--- src/rtl/pid_controller_clamped_defines.svh ---
// Assertion macros shared by the PID controller RTL.
// Needs a clock named clock and a synchronous active-high reset named reset in scope.
`ifndef PID_CONTROLLER_CLAMPED_DEFINES_SVH
`define PID_CONTROLLER_CLAMPED_DEFINES_SVH

// same-cycle implication
`define PIDC_ASSERT_NOW(label, ante, cons, msg) \
   label: assert property (@(posedge clock) disable iff (reset) (ante) |-> (cons)) \
      else $error(msg);

// next-cycle implication
`define PIDC_ASSERT_NEXT(label, ante, cons, msg) \
   label: assert property (@(posedge clock) disable iff (reset) (ante) |=> (cons)) \
      else $error(msg);

`endif

--- src/rtl/pidc_pkg.sv ---
// Package for the clamped PID controller: widths, data types, register indexes.
// No dependencies; used by the interfaces, the divider and the top level.
`default_nettype none

package pidc_pkg;

   localparam int DATA_WIDTH = 32;
   localparam int FRAC_BITS  = 16;

   // sum of up to three saturated terms, exact
   localparam int SUM_W   = DATA_WIDTH + 2;
   // signed multiplier operand: signed value or zero-extended unsigned value
   localparam int OPND_W  = DATA_WIDTH + 1;
   localparam int PROD_W  = 2 * OPND_W;
   localparam int SHIFT_W = PROD_W - FRAC_BITS;
   // quotient of |diff| * 2^FRAC_BITS / dt
   localparam int QUO_W   = DATA_WIDTH + 1 + FRAC_BITS;
   localparam int CNT_W   = $clog2(QUO_W);

   localparam int CSR_IDX_W = 3;

   typedef logic signed [DATA_WIDTH-1:0] data_type;
   typedef logic        [DATA_WIDTH-1:0] udata_type;

   localparam data_type DATA_MAX = {1'b0, {(DATA_WIDTH-1){1'b1}}};
   localparam data_type DATA_MIN = {1'b1, {(DATA_WIDTH-1){1'b0}}};

   typedef enum logic [CSR_IDX_W-1:0] {
      CSR_GAIN_P    = 3'd0,
      CSR_GAIN_I    = 3'd1,
      CSR_GAIN_D    = 3'd2,
      CSR_TIME_STEP = 3'd3,
      CSR_OUT_MIN   = 3'd4,
      CSR_OUT_MAX   = 3'd5
   } csr_index_type;

   typedef struct packed {
      logic busy;
      logic done;
   } pidc_div_stat_type;

endpackage

`default_nettype wire

--- src/rtl/pidc_div.sv ---
// Restoring divider for the derivative term: (diff * 2^FRAC_BITS) / dt, one bit a cycle.
// Depends on pidc_pkg and the assertion macro header.
`default_nettype none
`include "pid_controller_clamped_defines.svh"

module pidc_div import pidc_pkg::*; (
   input  wire logic                    clock,
   input  wire logic                    reset,
   input  wire logic                    start,
   input  wire logic signed [DATA_WIDTH:0] diff,
   input  wire udata_type               divisor,
   output pidc_div_stat_type            stat,
   output data_type                     result
);

   typedef enum logic [1:0] {D_IDLE, D_ABS, D_RUN, D_SAT} div_state_type;

   div_state_type             state_ff;
   logic signed [DATA_WIDTH:0] diff_ff;
   udata_type                 divisor_ff;
   logic [DATA_WIDTH-1:0]     rem_ff;
   logic [QUO_W-1:0]          dvd_ff;
   logic [CNT_W-1:0]          cnt_ff;
   logic                      neg_ff;
   logic                      zero_ff;
   logic                      done_ff;
   data_type                  result_ff;

   logic [DATA_WIDTH:0]       mag_in;
   logic [DATA_WIDTH:0]       rem_sh;
   logic [DATA_WIDTH+1:0]     trial;
   logic                      qbit;
   logic                      big;

   always_comb begin
      mag_in = diff_ff[DATA_WIDTH] ? (DATA_WIDTH+1)'(-diff_ff) : diff_ff;
      rem_sh = {rem_ff, dvd_ff[QUO_W-1]};
      trial  = {1'b0, rem_sh} - {2'b00, divisor_ff};
      qbit   = ~trial[DATA_WIDTH+1];
      // quotient at or above 2^(DATA_WIDTH-1) saturates either way
      big    = |dvd_ff[QUO_W-1:DATA_WIDTH-1];
   end

   always_ff @(posedge clock) begin
      if (reset) begin
         state_ff <= D_IDLE;
         done_ff  <= 1'b0;
         cnt_ff   <= '0;
      end else begin
         // one-cycle pulse as the quotient is loaded
         done_ff <= (state_ff == D_SAT);
         unique case (state_ff)
            D_IDLE: begin
               if (start) begin
                  diff_ff    <= diff;
                  divisor_ff <= divisor;
                  state_ff   <= D_ABS;
               end
            end
            D_ABS: begin
               neg_ff   <= diff_ff[DATA_WIDTH];
               zero_ff  <= (diff_ff == '0);
               dvd_ff   <= {mag_in, {FRAC_BITS{1'b0}}};
               rem_ff   <= '0;
               cnt_ff   <= CNT_W'(QUO_W - 1);
               state_ff <= D_RUN;
            end
            D_RUN: begin
               rem_ff <= qbit ? trial[DATA_WIDTH-1:0] : rem_sh[DATA_WIDTH-1:0];
               dvd_ff <= {dvd_ff[QUO_W-2:0], qbit};
               cnt_ff <= cnt_ff - 1'b1;
               if (cnt_ff == '0)
                  state_ff <= D_SAT;
            end
            D_SAT: begin
               priority if (zero_ff)
                  result_ff <= '0;
               else if (big)
                  result_ff <= neg_ff ? DATA_MIN : DATA_MAX;
               else if (neg_ff)
                  result_ff <= data_type'(-dvd_ff[DATA_WIDTH-1:0]);
               else
                  result_ff <= data_type'(dvd_ff[DATA_WIDTH-1:0]);
               state_ff <= D_IDLE;
            end
            default: state_ff <= D_IDLE;
         endcase
      end
   end

   assign stat.busy = (state_ff != D_IDLE);
   assign stat.done = done_ff;
   assign result    = result_ff;

   `PIDC_ASSERT_NOW(a_div_start_idle, start, state_ff == D_IDLE, "divider started while busy")
   `PIDC_ASSERT_NEXT(a_div_done_pulse, done_ff, !done_ff, "divider done held")
   `PIDC_ASSERT_NEXT(a_div_last_step, state_ff == D_RUN && cnt_ff == '0, state_ff == D_SAT, "divider overran")

endmodule

`default_nettype wire

--- config.mk ---
export PLATFORM = sky130hd
export DESIGN_NAME = pidc_div
export DESIGN_NICKNAME = d
export VERILOG_FILES = /design/src/rtl/pidc_pkg.sv /design/src/rtl/pidc_div.sv
export VERILOG_INCLUDE_DIRS = /design/src /design/src/rtl
export SDC_FILE = /design/constraint.sdc
export NUM_CORES = 1
export LEC_CHECK = 0
export BUFFER_PORTS_ARGS = -buffer_cell sky130_fd_sc_hd__buf_4
export CAP_MARGIN = 15
export CORE_ASPECT_RATIO = 1.4
export CORE_UTILIZATION = 64
export DETAILED_ROUTE_END_ITERATION = 8
export GPL_TIMING_DRIVEN = 0
export PLACE_DENSITY = 0.85
export RECOVER_POWER = 25
export SLEW_MARGIN = 30
export SYNTH_ARGS = -nofsm -noshare
export SYNTH_HDL_FRONTEND = slang
export SYNTH_SLANG_ARGS = --single-unit
--- constraint.sdc ---
create_clock -name clock -period 10.1 [get_ports clock]
set_input_delay 0.505 -clock clock [delete_from_list [all_inputs] [get_ports clock]]
set_output_delay 0.505 -clock clock [all_outputs]
set_load 0.02 [all_outputs]
==> results.cfg, run 1 <==
[global_routing]
grt_overflow = 0
grt_pass1_vias = 8146
grt_max_degree = 29
antenna_found_initial = 0
grt_pass1_wl_um = 37500
grt_util_all_layers = 0.295

[placed_design]
hpwlAfterDp_um = 16700
gp_congestion = 0.891
numPortBuffers = 101

[yosys]
synth-seq-cells = 189
synth_common_cells = edfxtp_1 (180), nor2_1 (106), nand2_1 (96)
yosysSeqAreaShare = 0.544
yosysWarnings = 0
ys.flop_type = edfxtp_1
syn_area_um2 = 10300
yosysMostFrequentCell = edfxtp_1
avgSynthCellArea_um2 = 10.6
netlist_instances = 971
synth_top_area_cell = edfxtp_1
syn-num-nets = 1080
synth_area_leaders = edfxtp_1 (53%), ha_1 (4.9%), nor2_1 (3.9%)
synth_cell_types = 58
synth_top_area_frac = 0.526
synth_edf_count = 180
synthArstFlopShare = 0

[outcome]
outcome = finished with violations
violations = design-rule violations

[worst_setup_path]
worstPathMaxFanout = 10
cp.required_ns = 10.27
start_kind = flop
arrival_ns = 4.08
end_kind = flop
critical_path_class = reg2reg

[timing]
slew_viol_final = 0
fin_crit_sh = 0.387
rsz0062_at_grt = no
clock.fmax_ghz = 0.256
fin_crit_ns = 3.91
setup_viol = 0
relSlewSlack = 0.0197
tns_ns = 0
finalClockSkew_ns = 0.0137
hold_viol_final = 0
tightest_slew_ns = 1.47

[clocking]
cts_resized = 0
post-cts-setup-buffers = 0
clk_pin_slew_worst_paths_ns = 0.08
cts_buffers = 17
insertion_delay_ns = 0.44
htreeDepth = 4
cts_tree = built
clockRootBuffer = clkbuf_16
cts_buffer_depth = 2
holdBufCountCts = 0
cts_sinks = 189

[die]
core_area_um2 = 15600
fp.dieH_um = 152
die_width_um = 109
num_rows = 54
initial_core_util = 0.658
die_area_um2 = 16600
io_pins = 102

[hold_path]
hold_class = in2reg

[power]
vdd_drop_max_mv = 0.139
p_per_area_nw_per_um2 = 251
internal_power_mw = 1.89
combPwrFrac = 0.372
p_seq_frac = 0.408
switching_share = 0.371
clkPwrFrac = 0.221
p_switching_mw = 1.12
power.leakage_nw = 4.51

[drt]
drt_iter0_markers = 535
drt-vias-per-instance = 6.21
routedWlPerCell_um = 17.7
wl_um = 23100
route.vias.total = 8110
ant_nets = 0
drcViolationCount = 1
dr.pass1.iters = 7

[finish]
regArea_um2 = 5590
drive_gt1_frac = 0.136
multi_input_area_um2 = 4330
diodes = 0
area_delta_synth_final_pct = 16.8
fillCellCount = 1042
fin_nets = 1207
post-route-util = 0.768

[job]
maxCapViolations = 0
## sequential cells by signal, indices dropped and copies added, names as in the netlist
name	cells
zero_ff	1
neg_ff	1
done_ff	1
diff_ff	33
dvd_ff	49
result	32
state_ff	2
divisor_ff	32
rem_ff	32
cnt_ff	6
## kinds of logic after synthesis
family                   after synthesis  synth area share
AO/OA/AOI/OAI                        232             0.142
flip-flops                           189             0.544
AND/OR/NAND/NOR                      328             0.152
XOR/XNOR                              62            0.0529
buffers and inverters                 95            0.0355
adder cells (fa/ha/maj)               41            0.0507
multiplexers                          24            0.0234
## placed cells by master (no fill, tap or decap), types with 22 or more instances in the layout
cell / count
clkbuf_4: 58
nor3_1: 22
a21oi_1: 62
mux2i_1: 24
edfxtp_1: 180
xnor2_1: 25
ha_1: 40
nor2_1: 106
clkbuf_1: 46
buf_4: 37
inv_1: 51
nand2_1: 96
xor2_1: 37
o21ai_0: 64
## routing by layer
layer / GRT usage / vias up / part of all wire
met5: 0 / - / 0
met4: 0.169 / 0 / 0.041
met3: 0.0472 / 86 / 0.059
met2: 0.537 / 377 / 0.54
met1: 0.314 / 3824 / 0.36
li1: - / 3823 / -
## worst max-delay path, stage by stage, from the launching register on
cell and delay, ns:
edfxtp_1 0.39, ha_1 0.36, a21o_1 0.23, a221o_1 0.31
o2111ai_1 0.19, nand2_1 0.18, a2111oi_1 0.51, nor2_1 0.13
or4_1 0.51, buf_2 0.25, buf_2 0.27, mux2i_1 0.24
nor2_1 0.06
## worst paths after layout
path | from | end | slack (ns) | cells past startpoint
worst min-delay path | diff[11] | diff_ff[11] | 0.26 | 1
worst max-delay path | rem_ff[3] | rem_ff[10] | 6.19 | 12
worst min register to register | cnt_ff[3] | cnt_ff[3] | 0.53 | 2
worst max register to register | rem_ff[3] | rem_ff[10] | 6.19 | 12
## power groups by stage
stage                     logic [mW]  registers, mW  clock network (mW)
after floorplan                0.777           1.23                   0
after global placement         0.995           1.26                   0
after detailed placement        1.10           1.24                   0
after CTS                       1.12           1.22               0.667
after global routing            1.23           1.25               0.694
final                           1.12           1.23               0.665
## metrics by stage
step	hold WS (ns)	std cells	setup slack [ns]	cell area, um^2	power [mW]
final	0.260	1307	6.19	12000	3.01
after global routing	0.248	1307	6.01	12000	3.17
after CTS	0.228	1307	6.24	12100	3.01
after detailed placement	0.468	1275	6.26	11500	2.34
after global placement	0.461	1268	3.25	11300	2.26
after floorplan	0.445	971	4.98	10300	2.01
## final cells by class
type	count	share of cell area
inverter	51	0.0160
buffer	44	0.0144
tap	196	0.0205
timing repair buffer	108	0.0741
clock inverter	15	0.0125
clock buffer	17	0.0355
multi-input combinational	687	0.361
sequential	189	0.466
No activity file was read; power rests on OpenSTA's default activity.
==> inputs of run 2 (changes only) <==
CORE_UTILIZATION = 60   (was 64)
PLACE_DENSITY = 0.81   (was 0.85)
clock period = 3.88 ns   (was 10.1 ns; I/O delays follow)
==> run 2 against run 1 <==
Effect of this change:
- the flow now finishes without violations
- global-route usage fell by 0.91 points
- hold slack got worse by 0.014 ns
- via count rose by 0.65%
- register-to-register slack got worse by 6.0 ns
- first-iteration DRC count rose by 5.6%
- design area rose by 5.2%
==> results.cfg, run 2 (synthesis results as in run 1) <==
[outcome]
outcome = finished clean

[finish]
final_cell_mix = edfxtp_1 (180), nor2_1 (105), nand2_1 (95)
fin_nets = 1273
reg_top3 = dvd_ff x49, diff_ff x33
layout_commonest_cell = edfxtp_1
final_cells = 1380
largest_reg_flops = 49
fillCellCount = 1169
area_delta_synth_final_pct = 22.8
diodes = 0
largest_register = dvd_ff
drive_gt1_frac = 0.107
fin_area_um2 = 12600

[die]
initial_core_util = 0.613
num_rows = 56
fp.dieH_um = 157
io_pins = 102
core_area_um2 = 16700
die_area_um2 = 17600
die_width_um = 113

[timing]
tightest_slew_ns = 0.789
tns_ns = 0
hold_viol_final = 0
setup_viol = 0
fin_crit_ns = 3.73
finalClockSkew_ns = 0.00962
relSlewSlack = 0.469
slew_viol_final = 0
clock.fmax_ghz = 0.268
rsz0062_at_grt = no
fin_crit_sh = 0.962

[clocking]
clockRootBuffer = clkbuf_16
insertion_delay_ns = 0.45
cts_sinks = 189
cts_tree = built
post-cts-setup-buffers = 0
cts_buffers = 17
htreeDepth = 4
clk_pin_slew_worst_paths_ns = 0.07
cts_buffer_depth = 2

[global_routing]
grt_util_all_layers = 0.286
grt_max_degree = 29
grt_pass1_vias = 8269
grt_overflow = 0
grt_pass1_wl_um = 38900
antenna_found_initial = 0

[worst_setup_path]
worstPathMaxFanout = 10
regToRegSetupSlack_ns = 0.15
start_kind = flop
critical_path_class = reg2reg
end_kind = flop
arrival_ns = 3.91
cp.required_ns = 4.06

[drt]
route.vias.total = 8163
routedWlPerCell_um = 17.4
wl_met1_um = 8920
drt_iter0_markers = 565
routed.top_layer = met4
drt-vias-per-instance = 5.92
wl_met2_um = 13400
dr.pass1.iters = 5
ant_nets = 0
drcViolationCount = 0
wl_um = 24000
met3_length_um = 1030

[placed_design]
numPortBuffers = 101
place_area_um2 = 11500
dp.cells = 1282
gp_congestion = 0.946
hpwlAfterDp_um = 16300

[hold_path]
hold_class = in2reg

[power]
power.leakage_nw = 4.69
vdd_drop_max_mv = 0.368
p_per_area_nw_per_um2 = 626

[job]
maxCapViolations = 0
[run 2: cell types whose count changed in the layout (fill, tap and decap cells not counted), moves of 2 or more]
cell	change
buf_16	+2
buf_2	-2
buf_4	-30
clkbuf_1	+29
clkbuf_4	+2
clkinv_4	+4
clkinvlp_4	-2
dlygate4sd3_1	+66
inv_8	-2
[run 2: repair_timing]
| action | CTS | global route |
|---|---|---|
| gates resized for setup | 1 | 7 |
| pin swaps | 0 | 1 |
| hold endpoints to repair | 67 | 0 |
| gates cloned | 0 | 0 |
| endpoints found under the setup margin | 1 | 13 |
| hold buffers | 66 | 0 |
[run 2: cell type report]
cell class | count | area, um^2 | area share
multi-input cells | 687 | 4370 | 0.347
well taps | 203 | 254 | 0.0201
plain buffers | 44 | 178 | 0.0141
inverters | 51 | 191 | 0.0152
flip-flops and latches | 189 | 5590 | 0.443
clock buffers | 17 | 425 | 0.0337
clock inverters | 15 | 133 | 0.0105
repair buffers | 174 | 1470 | 0.117
[run 2: power breakdown]
| part | switching, mW | internal (mW) | total (mW) |
|---|---|---|---|
| combinational | 1.80 | 1.22 | 3.02 |
| sequential | 0.314 | 2.88 | 3.20 |
| clock | 0.841 | 0.841 | 1.68 |
[run 2: per-stage QoR]
stage          total power [mW]  hold slack, ns  setup slack (ns)   util
4_1_cts                    7.84           0.248             0.110  0.760
6_report                   7.90           0.247             0.149  0.753
3_3_place_gp               5.86           0.372             -1.11  0.674
3_5_place_dp               6.11           0.373            0.0262  0.687
2_1_floorplan              5.21           0.266            0.0484      -
5_1_grt                    8.32           0.270            0.0250  0.753
[run 2: layer usage]
metal  global-route usage  up-vias
li1                     -     3955
met1                0.299     3871
met2                0.550      275
met3               0.0469       62
met4                0.139        0
met5                    0        -
[run 2: worst paths after layout]
| kind | from | end | cells past startpoint |
|---|---|---|---|
| setup / recovery | rem_ff[3] | rem_ff[14] | 12 |
| hold reg to reg | cnt_ff[3] | cnt_ff[3] | 2 |
| hold / removal | start | state_ff[1] | 4 |
| setup reg to reg | rem_ff[3] | rem_ff[14] | 12 |
[run 2: worst max-delay path: stages (launching register included)]
cell and delay (ns):
edfxtp_1 0.40, ha_1 0.36, a21o_1 0.25, a221o_1 0.33, o2111ai_1 0.24, nand2_2 0.16, a2111oi_4 0.35, nor2_1 0.11
or4_1 0.53, clkbuf_4 0.25, buf_4 0.22, mux2i_1 0.19, nor2_1 0.07
==> inputs of run 3 (changes only) <==
PLACE_DENSITY = 0.92   (was 0.81)
==> run 3 against run 2 <==
Effect of this change:
- final cell count increased by 0.14%
- fmax decreased by 1.0%
- critical path depth stayed put
- largest cell class unchanged
==> results.cfg, run 3 (synthesis results as in run 1) <==
[timing]
holdWs_ns = 0.290
slew_viol_final = 0
clock.fmax_ghz = 0.265
hold_viol_final = 0
rsz0062_at_grt = yes
relSlewSlack = 0.473
fin_crit_sh = 0.972
setup_viol = 0
fin_crit_ns = 3.77
finalClockSkew_ns = 0.0160
tightest_slew_ns = 0.784

[clocking]
cts_buffers = 17
cts_buffer_depth = 2
cts_tree = built
clockRootBuffer = clkbuf_16
clk_pin_slew_worst_paths_ns = 0.07
cts_sinks = 189
insertion_delay_ns = 0.45
htreeDepth = 4

[worst_setup_path]
start_kind = flop
cp.required_ns = 4.04
arrival_ns = 3.93
worstPathMaxFanout = 10
critical_path_class = reg2reg
end_kind = flop

[die]
initial_core_util = 0.613
num_rows = 56
fp.dieH_um = 157
die_width_um = 113
die_area_um2 = 17600
core_area_um2 = 16700
io_pins = 102

[global_routing]
use_met1 = 0.318
grt_pass1_wl_um = 40800
grt_overflow = 0
grt_max_degree = 28
globalRouteMet3Util = 0.0496
antenna_found_initial = 0
grt_use_met2 = 0.549
grt_util_all_layers = 0.299
grt.busiest_layer = met2
grt_pass1_vias = 8509

[placed_design]
gp_congestion = 0.955
place_area_um2 = 11500
numPortBuffers = 101
hpwlAfterDp_um = 16400

[job]
maxCapViolations = 0

[finish]
drive_gt1_frac = 0.110
area_delta_synth_final_pct = 23.4
layout_commonest_cell = edfxtp_1
largest_reg_flops = 49
reg_top3 = dvd_ff x49, diff_ff x33
fin_area_um2 = 12700
diodes = 0
largest_register = dvd_ff
final_cell_mix = edfxtp_1 (180), nor2_1 (105), nand2_1 (95)
fillCellCount = 1008
fin_nets = 1275

[outcome]
outcome = finished clean

[power]
vdd_drop_max_mv = 0.453
p_total_mw = 8.09
power.leakage_nw = 4.73
p_per_area_nw_per_um2 = 638

[hold_path]
hold_class = in2reg

[drt]
dr.pass1.iters = 6
route.vias.total = 8596
wl_um = 25800
drcViolationCount = 0
routedWlPerCell_um = 18.7
drt_iter0_markers = 967
ant_nets = 0
drt-vias-per-instance = 6.22
[run 3: area by class of cell]
class	instances	area, um^2	share of cell area
Buffer	44	175	0.0138
Timing Repair Buffer	176	1500	0.118
Clock inverter	15	171	0.0135
Tap cell	203	254	0.0200
Clock buffer	17	425	0.0336
Inverter	51	191	0.0151
Sequential cell	189	5590	0.441
Multi-Input combinational cell	687	4380	0.345
[run 3: per-stage QoR]
stage                     worst slack, ns  setup TNS [ns]  utilization  std cells
final                               0.110               0        0.757       1382
after global routing              -0.0718          -0.106        0.757       1382
after CTS                           0.124               0        0.763       1381
after detailed placement            0.102               0        0.688       1283
after global placement              -1.05         -122.63        0.674       1275
after floorplan                    0.0484               0            -        971
[run 3: per-layer routing]
| metal | routed length [um] | up-vias |
|---|---|---|
| li1 | - | 3947 |
| met1 | 9040 | 4065 |
| met2 | 13900 | 480 |
| met3 | 1630 | 104 |
| met4 | 1240 | 0 |
| met5 | 0 | - |
[run 3: where the power goes]
| part | internal, mW | switching, mW |
|---|---|---|
| logic | 1.22 | 1.87 |
| clock network | 0.923 | 0.856 |
| registers | 2.88 | 0.332 |
[run 3: final timing paths]
kind | from | cells after the start | endpoint | slack (ns)
setup / recovery | rem_ff[3] | 12 | rem_ff[14] | 0.11
setup reg to reg | rem_ff[3] | 12 | rem_ff[14] | 0.11
hold reg to reg | cnt_ff[0] | 2 | cnt_ff[0] | 0.52
hold / removal | start | 4 | state_ff[1] | 0.29
[run 3: what timing repair did]
action | in CTS | in global routing
setup buffers | 0 | 1
pin swaps | 0 | 1
hold endpoints to repair | 67 | 0
setup endpoints to repair | 1 | 13
resized for setup | 1 | 6
hold buffers | 66 | 0
[run 3: critical path, stage by stage (launching register included)]
cell	delay, ns
edfxtp_1	0.40
ha_1	0.37
a21o_1	0.24
a221o_1	0.32
o2111ai_1	0.20
nand2_1	0.18
a2111oi_4	0.39
nor2_1	0.12
or4_1	0.49
buf_2	0.24
buf_4	0.24
mux2i_1	0.21
nor2_1	0.09
